`config.mk`:
```
export PLATFORM = sky130hd
export DESIGN_NAME = bgra_pixel_format_converter
export DESIGN_NICKNAME = d
export VERILOG_FILES = /design/src/design/bpfc_pkg.sv /design/src/design/bpfc_front.sv /design/src/design/bpfc_queue.sv /design/src/design/bpfc_back.sv /design/src/design/bgra_pixel_format_converter.sv
export SDC_FILE = /design/constraint.sdc
export NUM_CORES = 1
export LEC_CHECK = 0
export BUFFER_PORTS_ARGS = -buffer_cell sky130_fd_sc_hd__buf_4
export CAP_MARGIN = 20
export CORE_MARGIN = 2
export CORE_UTILIZATION = 30
export DETAILED_ROUTE_END_ITERATION = 8
export GPL_ROUTABILITY_DRIVEN = 0
export PLACE_DENSITY_LB_ADDON = 0.12
export SLEW_MARGIN = 25
export SYNTH_ARGS = -nofsm -noshare
export SYNTH_HDL_FRONTEND = slang
export SYNTH_SLANG_ARGS = --single-unit
```
`constraint.sdc`:
```
create_clock -name clk -period 6.25 [get_ports clk]
set_clock_uncertainty 0.1 [all_clocks]
set_input_delay 0.3125 -clock clk [delete_from_list [all_inputs] [get_ports clk]]
set_output_delay 0.3125 -clock clk [all_outputs]
set_load 0.01 [all_outputs]
```
`src/design/bpfc_pkg.sv`:
```
// Package for the BGRA pixel format converter.
// Holds the beat structs, format codes, queue entry type and byte constants.
// No dependencies.
`timescale 1ns / 1ps

package bpfc_pkg;

  typedef enum logic [2:0] {
    FMT_BGRX32     = 3'd0,
    FMT_RGBX32     = 3'd1,
    FMT_PACKED24   = 3'd2,
    FMT_RGB444_PAD = 3'd3,
    FMT_RGB565_PAD = 3'd4,
    FMT_RGB565     = 3'd5
  } fmt_t;

  typedef struct packed {
    logic [7:0] blue;
    logic [7:0] green;
    logic [7:0] red;
    logic       last_in_row;
    logic       last_in_frame;
  } pix_in_t;

  typedef struct packed {
    logic [7:0] out_byte;
    logic       last_of_item;
    logic       row_end;
    logic       frame_end;
    logic       bad_format;
  } pix_out_t;

  // One classified pixel: data bytes, then zero padding up to n_total.
  typedef struct packed {
    logic [3:0][7:0] bytes;
    logic [2:0]      n_data;
    logic [2:0]      n_total;
    logic            row;
    logic            frame;
    logic            bad;
  } desc_t;

  typedef struct packed {
    logic valid;
    logic full;
  } q_stat_t;

  localparam int QDEPTH = 2;
  localparam int QPTR_W = $clog2(QDEPTH);
  localparam int QCNT_W = $clog2(QDEPTH + 1);

  localparam logic [7:0] ALPHA_OPAQUE = 8'hFF;
  localparam logic [7:0] PAD_BYTE     = 8'h00;

endpackage

```
`src/design/bpfc_front.sv`:
```
// Front end of the pixel converter: format register, row byte phase,
// per-pixel byte build and padding count. Depends on bpfc_pkg.
`timescale 1ns / 1ps

module bpfc_front (
  input  logic             clk,
  input  logic             rst_n,
  input  logic             cfg_we,
  input  logic [2:0]       cfg_data,
  input  logic             take,
  input  bpfc_pkg::pix_in_t pix,
  output bpfc_pkg::desc_t  desc
);

  logic [2:0] fmt_r, fmt_nxt;
  logic [1:0] phase_r, phase_nxt;
  logic [11:0] w444;
  logic [15:0] w565;
  logic [1:0] ph_sum;
  logic [1:0] pads;
  logic       padded;
  logic       row;

  assign row  = pix.last_in_row | pix.last_in_frame;
  assign w444 = {pix.red[7:4], pix.green[7:4], pix.blue[7:4]};
  assign w565 = {pix.red[7:3], pix.green[7:2], pix.blue[7:3]};

  always_comb begin
    desc        = '0;
    desc.row    = row;
    desc.frame  = pix.last_in_frame;
    padded      = 1'b0;
    case (fmt_r)
      bpfc_pkg::FMT_BGRX32: begin
        desc.bytes  = {bpfc_pkg::ALPHA_OPAQUE, pix.red, pix.green, pix.blue};
        desc.n_data = 3'd4;
      end
      bpfc_pkg::FMT_RGBX32: begin
        desc.bytes  = {bpfc_pkg::ALPHA_OPAQUE, pix.blue, pix.green, pix.red};
        desc.n_data = 3'd4;
      end
      bpfc_pkg::FMT_PACKED24: begin
        desc.bytes  = {bpfc_pkg::PAD_BYTE, pix.red, pix.green, pix.blue};
        desc.n_data = 3'd3;
        padded      = 1'b1;
      end
      bpfc_pkg::FMT_RGB444_PAD: begin
        desc.bytes  = {16'h0000, 4'h0, w444};
        desc.n_data = 3'd2;
        padded      = 1'b1;
      end
      bpfc_pkg::FMT_RGB565_PAD: begin
        desc.bytes  = {16'h0000, w565};
        desc.n_data = 3'd2;
        padded      = 1'b1;
      end
      bpfc_pkg::FMT_RGB565: begin
        desc.bytes  = {16'h0000, w565};
        desc.n_data = 3'd2;
      end
      default: begin
        desc.bad    = 1'b1;
        desc.n_data = 3'd1;
      end
    endcase
    ph_sum = phase_r + desc.n_data[1:0];
    pads   = (row && padded) ? (2'd0 - ph_sum) : 2'd0;
    if (desc.bad) begin
      desc.n_total = 3'd1;
    end else begin
      desc.n_total = desc.n_data + {1'b0, pads};
    end
  end

  always_comb begin
    fmt_nxt   = cfg_we ? cfg_data : fmt_r;
    phase_nxt = phase_r;
    if (take) begin
      if (row) begin
        phase_nxt = 2'd0;
      end else if (!desc.bad) begin
        phase_nxt = ph_sum;
      end
    end
  end

  always_ff @(posedge clk) begin
    if (!rst_n) begin
      fmt_r   <= bpfc_pkg::FMT_BGRX32;
      phase_r <= 2'd0;
    end else begin
      fmt_r   <= fmt_nxt;
      phase_r <= phase_nxt;
    end
  end

endmodule

```
`src/design/bpfc_queue.sv`:
```
// Two-entry queue of classified pixels between front and back end.
// Depends on bpfc_pkg.
`timescale 1ns / 1ps

module bpfc_queue (
  input  logic               clk,
  input  logic               rst_n,
  input  logic               push,
  input  bpfc_pkg::desc_t    wdata,
  input  logic               pop,
  output bpfc_pkg::desc_t    rdata,
  output bpfc_pkg::q_stat_t  stat
);

  bpfc_pkg::desc_t mem_r [bpfc_pkg::QDEPTH];
  logic [bpfc_pkg::QPTR_W-1:0] wr_ptr_r, wr_ptr_nxt;
  logic [bpfc_pkg::QPTR_W-1:0] rd_ptr_r, rd_ptr_nxt;
  logic [bpfc_pkg::QCNT_W-1:0] cnt_r, cnt_nxt;
  logic do_push, do_pop;

  assign stat.valid = (cnt_r != '0);
  assign stat.full  = (cnt_r == bpfc_pkg::QCNT_W'(bpfc_pkg::QDEPTH));
  assign do_push    = push && !stat.full;
  assign do_pop     = pop && stat.valid;
  assign rdata      = mem_r[rd_ptr_r];

  always_comb begin
    wr_ptr_nxt = wr_ptr_r;
    rd_ptr_nxt = rd_ptr_r;
    cnt_nxt    = cnt_r;
    if (do_push) begin
      wr_ptr_nxt = (wr_ptr_r == bpfc_pkg::QPTR_W'(bpfc_pkg::QDEPTH - 1)) ? '0 : wr_ptr_r + 1'b1;
    end
    if (do_pop) begin
      rd_ptr_nxt = (rd_ptr_r == bpfc_pkg::QPTR_W'(bpfc_pkg::QDEPTH - 1)) ? '0 : rd_ptr_r + 1'b1;
    end
    if (do_push && !do_pop) begin
      cnt_nxt = cnt_r + 1'b1;
    end else if (do_pop && !do_push) begin
      cnt_nxt = cnt_r - 1'b1;
    end
  end

  always_ff @(posedge clk) begin
    if (do_push) begin
      mem_r[wr_ptr_r] <= wdata;
    end
  end

  always_ff @(posedge clk) begin
    if (!rst_n) begin
      wr_ptr_r <= '0;
      rd_ptr_r <= '0;
      cnt_r    <= '0;
    end else begin
      wr_ptr_r <= wr_ptr_nxt;
      rd_ptr_r <= rd_ptr_nxt;
      cnt_r    <= cnt_nxt;
    end
  end

endmodule

```
`src/design/bpfc_back.sv`:
```
// Back end of the pixel converter: walks the queue head one byte per beat
// into a registered output stage. Depends on bpfc_pkg.
`timescale 1ns / 1ps

module bpfc_back (
  input  logic               clk,
  input  logic               rst_n,
  input  logic               q_valid,
  input  bpfc_pkg::desc_t    q_data,
  output logic               q_pop,
  output logic               out_valid,
  input  logic               out_ready,
  output bpfc_pkg::pix_out_t out_data
);

  logic [2:0] idx_r, idx_nxt;
  logic       ov_r, ov_nxt;
  bpfc_pkg::pix_out_t od_r, od_nxt;
  logic       adv, emit, last;

  assign adv   = !ov_r || out_ready;
  assign emit  = adv && q_valid;
  assign last  = (idx_r == q_data.n_total - 3'd1);
  assign q_pop = emit && last;

  always_comb begin
    idx_nxt = idx_r;
    ov_nxt  = ov_r;
    od_nxt  = od_r;
    if (adv) begin
      ov_nxt = q_valid;
    end
    if (emit) begin
      idx_nxt             = last ? 3'd0 : idx_r + 3'd1;
      od_nxt.out_byte     = (idx_r < q_data.n_data) ? q_data.bytes[idx_r[1:0]]
                                                    : bpfc_pkg::PAD_BYTE;
      od_nxt.last_of_item = last;
      od_nxt.row_end      = last && q_data.row;
      od_nxt.frame_end    = last && q_data.frame;
      od_nxt.bad_format   = q_data.bad;
    end
  end

  always_ff @(posedge clk) begin
    od_r <= od_nxt;
  end

  always_ff @(posedge clk) begin
    if (!rst_n) begin
      idx_r <= 3'd0;
      ov_r  <= 1'b0;
    end else begin
      idx_r <= idx_nxt;
      ov_r  <= ov_nxt;
    end
  end

  assign out_valid = ov_r;
  assign out_data  = od_r;

endmodule

```
`src/design/bgra_pixel_format_converter.sv`:
```
// Top level of the BGRA pixel format converter.
// Instantiates bpfc_front, bpfc_queue and bpfc_back; depends on bpfc_pkg.
//
// Usage:
//   in_*  : one BGRA source pixel per beat (valid/ready), with row and
//           frame end marks.
//   out_* : one destination byte per beat (valid/ready), in memory order.
//   cfg_* : cfg_we writes the 3-bit format register (reset 0, 32-bit BGRX);
//           write only while the block is idle.
// Each pixel yields one to six bytes: four in the 32-bit formats, three or
// two in the packed ones, plus zero padding at row end in padded formats.
// The back end emits one byte per cycle while the output is not stalled, and
// pops the queue head when its last byte enters the registered output stage.
// An accepted pixel goes through a queue entry and then the output register.
// A two-entry queue sits between the classifier and the serializer, so
// the input keeps taking pixels while the output stalls until the queue
// fills. Synchronous reset empties the queue and output stage and clears
// the row byte phase and format register.
`timescale 1ns / 1ps

module bgra_pixel_format_converter (
  input  logic               clk,
  input  logic               rst_n,
  input  logic               cfg_we,
  input  logic [2:0]         cfg_data,
  input  logic               in_valid,
  output logic               in_ready,
  input  bpfc_pkg::pix_in_t  in_data,
  output logic               out_valid,
  input  logic               out_ready,
  output bpfc_pkg::pix_out_t out_data
);

  bpfc_pkg::desc_t   f_desc;
  bpfc_pkg::desc_t   q_data;
  bpfc_pkg::q_stat_t q_stat;
  logic              take;
  logic              q_pop;

  assign in_ready = !q_stat.full;
  assign take     = in_valid && in_ready;

  bpfc_front u_front (
    .clk      (clk),
    .rst_n    (rst_n),
    .cfg_we   (cfg_we),
    .cfg_data (cfg_data),
    .take     (take),
    .pix      (in_data),
    .desc     (f_desc)
  );

  bpfc_queue u_queue (
    .clk   (clk),
    .rst_n (rst_n),
    .push  (take),
    .wdata (f_desc),
    .pop   (q_pop),
    .rdata (q_data),
    .stat  (q_stat)
  );

  bpfc_back u_back (
    .clk       (clk),
    .rst_n     (rst_n),
    .q_valid   (q_stat.valid),
    .q_data    (q_data),
    .q_pop     (q_pop),
    .out_valid (out_valid),
    .out_ready (out_ready),
    .out_data  (out_data)
  );

  a_take_fills_queue: assert property (@(posedge clk) disable iff (!rst_n)
    take |=> q_stat.valid)
    else $error("accepted pixel not visible in queue");

  a_bad_single: assert property (@(posedge clk) disable iff (!rst_n)
    (out_valid && out_data.bad_format) |->
      (out_data.last_of_item && out_data.out_byte == bpfc_pkg::PAD_BYTE))
    else $error("bad format beat malformed");

  a_frame_row: assert property (@(posedge clk) disable iff (!rst_n)
    (out_valid && out_data.frame_end) |-> out_data.row_end)
    else $error("frame end without row end");

  a_row_last: assert property (@(posedge clk) disable iff (!rst_n)
    (out_valid && out_data.row_end) |-> out_data.last_of_item)
    else $error("row end on non-final byte");

endmodule
```
=== After elaboration in Yosys (flattened, before gate mapping) ===
Memory sizes are Yosys's and may differ from the RTL's. A register that Yosys moved wholly into a read port is not among the register bits.
Index checks and enable logic that the tools add are counted.

* ROM bits: 0
* Memories: 1
* Bits in latches: 0
* Memory bits (writable): 82
* Bits in registers: 25

* Multiply operators: 0
* Shifts and indexed selects: 0
* Muxes and demuxes: 19
* Bitwise gates (word level): 1
* Equal/unequal tests: 7
* Reduce and logical (&&, ||, !) cells: 25
* Magnitude comparators: 2
* Divide/modulo/power cells: 0
* $add $sub $neg: 9

{| class="wikitable"
|+ Memory list
! name !! words !! bits a word !! rd ports !! clocked after memory_dff !! write ports !! RTL line !! source
|-
| u_queue.mem_r || 2 || 41 || 1 || 1 || 1 || bpfc_queue.sv:15 || <nowiki>bpfc_pkg::desc_t mem_r [bpfc_pkg::QDEPTH];</nowiki>
|}

{| class="wikitable"
|+ Operators by type and width
! kind !! number
|-
| one-hot mux 32 bit (5 select lines) || 1
|-
| binary-select mux 8 bit (select 2 bit) || 1
|-
| logical AND 1 bit || 10
|-
| two-way mux 2 bit || 5
|-
| one-hot mux 3 bit (3 select lines) || 1
|-
| two-way mux 1 bit || 8
|-
| two-way mux 8 bit || 1
|-
| equality test 3 x 2 -> 1 bit (second input constant) || 2
|-
| equality test 3 bit (second input constant) || 2
|-
| two-way mux 3 bit || 2
|-
| nonzero test 2 bit || 3
|-
| OR reduction 3 bit || 2
|-
| OR reduction 6 bit || 1
|-
| logical NOT 1 bit || 4
|-
| OR reduction 2 bit || 2
|-
| adder 3 x 1 -> 3 bit (second input constant) || 1
|-
| adder 3 x 2 -> 3 bit || 1
|-
| equality test 3 x 1 -> 1 bit (second input constant) || 1
|-
| equality test 3 bit || 1
|-
| logical NOT 3 bit || 1
|-
| < comparator 2 x 3 -> 1 bit (second input constant) || 1
|-
| < comparator 3 bit || 1
|-
| subtractor 3 x 1 -> 3 bit (second input constant) || 1
|-
| adder 1 bit (second input constant) || 2
|-
| 8 further kinds || 8
|}

=== Logic depth before layout (Yosys ltp) ===
* Depth in word-level cells: 8
* Gate-level depth with buffers: 13
* Mapped depth without buffers: 10

=== Hierarchy ===
Synthesis repeated with hierarchy kept, for this count alone.

* Cells, all modules: 391
* Area total of the unflattened synthesis: 5257.5 µm²

{| class="wikitable"
|+ Modules (own cells, without submodules)
! module !! area each (µm²) !! cells each !! sequential area each (µm²) !! times used
|-
| bpfc_queue || 3185.6 || 153 || 2562.5 || 1
|-
| bpfc_front || 1133.6 || 169 || 100.1 || 1
|-
| bpfc_back || 928.4 || 67 || 440.4 || 1
|-
| bgra_pixel_format_converter || 10.0 || 2 || 0.0 || 1
|}

=== Least setup slack after synthesis ===
Ideal clock, no wire load.

* Path kind: reg-to-reg
* Start point: register (tool-made name)
* End point: register u_queue.cnt_r[1] (netlist name)
* Cell stages (with the launch flop): 13
* Slack: 3.280 ns
* Buffers on the path: 3
* Arrival time: 2.799 ns
* Library setup time: 0.071 ns
* Required time: 6.079 ns
* Path through: dfxtp_1 -> buf_6 -> buf_2 -> buf_2 -> mux2i_1 -> ha_1 -> xor2_1 -> xnor2_1 -> nor4b_4 -> inv_1 -> ha_1 -> or3_1 -> a21oi_1

{| class="wikitable"
|+ RTL lines
! item !! RTL line !! source
|-
| end signal, assigned || bpfc_queue.sv:58 || <nowiki>cnt_r <= cnt_nxt;</nowiki>
|-
| end, declared || bpfc_queue.sv:18 || <nowiki>logic [bpfc_pkg::QCNT_W-1:0] cnt_r, cnt_nxt;</nowiki>
|}

==> results.toml <==
[global_route]
grt_max_degree = 44
use_met1_pct = 18.77
grt_usage_pct = 12.47
grt-ovfl-total = 0
gr-max-usage-layer = "met1"
grt_pass1_vias = 2742
grt_use_met2_pct = 17.71
antenna_found_initial = 0
use_met3_pct = 2.573
grt_pass1_wl_um = 15220

[power_and_ir_drop]
ir_drop_mv = 0.1428
power_density_nw_per_um2 = 404.5
leakage_nw = 1.945

[worst_setup_path]
worstPathArrival_ps = 3360
startpoint_type = "flop"
rr_endpoint = "u_queue.cnt_r[1]"
worst_path_max_delay_cell = "nor4b_4"
worst-setup-path-type = "flop to flop"
slowest_delay_ps = 430
r2r_cells = 10
cp_top_family = "simple AND/OR/NAND/NOR gates"
crit_cells = 10
ff2ff_setup_slack_ps = 3060
crit_path_frequent_cell = "ha_1"
worstPathMaxFanout = 34
cp_cell_sequence = "buf_4, mux2i_2, ha_1, xor2_1, xnor2_1, nor4b_4, inv_1, ha_1, or3_1, a21oi_1"
crit_buf_inv = 2
worst_ep_required_time_ps = 6420
critPathCaptureType = "flop"

[timing]
setup_viol = 0
max_freq_ghz = 0.3132
tightest_slew_ps = 725.6
final_hold_viol_count = 0
setup_tns_ps = 0
fin_crit_sh_pct = 51.08
rsz0062_at_grt = "no"
slew_headroom_pct = 51.56
final.min_clock_period_ps = 3192
hold_slack_ps = 62.10
slew_violations = 0

[min_path]
hold_start = "in_data[0]"
hold_path_depth = 1
hold_path.class = "input port to flop"
hold_end = "u_queue.mem_r[1][1]"

[synth]
synth_fa_ha_area_share_pct = 2.111
synthCells = 361
ys_seq_area_share_pct = 59.54
synth.area.mux_share_pct = 10.80
yosysWarnings = 0
synthesis.nets = 402
synth_cell_types = 43
ys_ff_latch = 94
synthSimpleGateAreaFrac_pct = 13.44
synth_compound_area_share_pct = 8.942
synth_xor_area_share_pct = 2.305
synthesis.area_um2 = 4506
synth_top_family_by_area = "simple AND/OR/NAND/NOR gates"
postSynthAreaPerCell_um2 = 12.48

[run]
maxCapViolCount = 0

[clocking]
cts_tree = "done"
postCtsHoldBufs = 0
insertion_delay_ps = 340
cts.clk_slew.worst_paths_ps = 70
clock_sinks = 94
cts_resized = 0
ctsRootBufferMaster = "clkbuf_16"
clockBufferDepth = 2
postCtsSetupRepairBufs = 0
htreeDepth = 3
numCtsBuffers = 9

[route]
antenna_left = 0
via_per_inst = 4.767
dr.pass1.iters = 4
post-route-drc-count = 0
wl_per_cell_um = 16.18
num_vias = 2822
routed_wl_um = 9579
dr.first_iter.drc_count = 192

[floorplanning]
dieArea_um2 = 16010
design.core.area_um2 = 14590
die_h_um = 126.6
fp-row-count = 44
ioPinCount = 48
die_x_um = 126.6
initial_utilization_pct = 30.88

[place]
port_buffers = 47
dpl-instance-area_um2 = 5037
place_hpwl_um = 6606

[outcome]
status = "completed"

[layout]
drive_gt1_share_pct = 21.08
area_growth_pct = 19.33
antennaDiodeCount = 0
fin_area_um2 = 5376
final_nets = 444
## through the flow
step	setup WS [ps]	std cells	utilization, %	power, mW
after floorplan	3280	361	-	1.369
after global placement	3135	576	34.53	1.578
after detailed placement	3069	576	34.53	1.585
after CTS	3042	592	36.84	2.207
after global routing	2808	592	36.85	2.302
final	3058	592	36.85	2.175
## power by group
part / internal [mW] / switching [mW] / total [mW]
Clock: 0.389 / 0.230 / 0.618
Sequential: 0.880 / 0.0676 / 0.948
Combinational: 0.273 / 0.336 / 0.609
Total: 1.54 / 0.633 / 2.17
## sequential cells by signal, summed over array words and instances (netlist names), named ones only
| register | count |
|---|---|
| u_queue.cnt_r | 2 |
| u_front.fmt_r | 3 |
| u_back.out_valid | 1 |
| u_back.idx_r | 3 |
| u_queue.rd_ptr_r | 1 |
| u_front.phase_r | 2 |
| u_queue.mem_r | 68 |
| u_back.out_data | 12 |
| u_queue.wr_ptr_r | 1 |
## cells in the mapped netlist (all sizes together)
master  instances  share of area [%]
edfxtp         80                 53
nor2b          35                4.9
nor2           29                2.4
mux2i          28                6.3
nand2          26                2.2
o21ai          18                2.0
buf            14                1.6
dfxtp          14                6.2
a31oi          13                1.8
a21oi          12                1.3
nor3           11                1.2
clkbuf          9               0.75
a211o           8                1.6
mux4            8                4.0
ha              6                1.7
inv             6               0.50
o22ai           6               0.83
xor2            6                1.3
xnor2           5               0.97
a22o            3               0.58
nor4            3               0.56
mux2            2               0.50
nand2b          2               0.28
nand3           2               0.22
o21a            2               0.33
or4             2               0.33
a211oi          1               0.17
a21boi          1               0.17
a21o            1               0.17
and2            1               0.14
and3            1               0.14
fa              1               0.44
nand3b          1               0.17
nand4           1               0.14
nor4b           1               0.53
or2             1               0.14
or3             1               0.14
## metal layers
metal	part of all wire, %	wire length [um]
met1	52	4934
met2	43	4080
met3	4.2	402
met4	1.7	160
met5	0	0
## how the worst max path moves through the flow
| stage | to |
|---|---|
| 3_5_place_dp | u_queue.cnt_r[1] |
| 2_1_floorplan | u_queue.cnt_r[1] |
| 3_3_place_gp | u_queue.cnt_r[1] |
| 4_1_cts | u_queue.cnt_r[1] |
| 5_1_grt | u_queue.cnt_r[1] |
| 6_report | u_queue.cnt_r[1] |
## cells in the final DEF, fill, tap and decap left out, types with 8 or more instances in the layout
master     netlist  routed
nor3_1          11      11
mux4_2           8       8
a211o_1          8       8
nor2b_1         35      35
a21oi_1         12      12
a31oi_1         13      13
nor2_1          29      28
dfxtp_1         14      13
buf_4            1      54
nand2_1         26      26
clkbuf_16        0       9
edfxtp_1        80      80
mux2i_1         27      27
o21ai_0         18      18
## kinds of logic after synthesis
group                      Yosys count
buffers and inverters               29
xor gates and xnor gates            11
AOI/OAI and AO/OA                   65
DFF                                 94
adders and majority gates            7
and+or+nand+nor                    117
muxes                               38
## final cells by class
| class | instances | area (um^2) |
|---|---|---|
| well taps | 184 | 230.2 |
| flip-flops and latches | 94 | 2684 |
| multi-input cells | 238 | 1697 |
| fillers | 1420 | 9213 |
| clock inverters | 7 | 112.6 |
| repair buffers | 54 | 405.4 |
| inverters | 6 | 22.52 |
| clock buffers | 9 | 225.2 |
No activity file was read; power rests on OpenSTA's default activity.
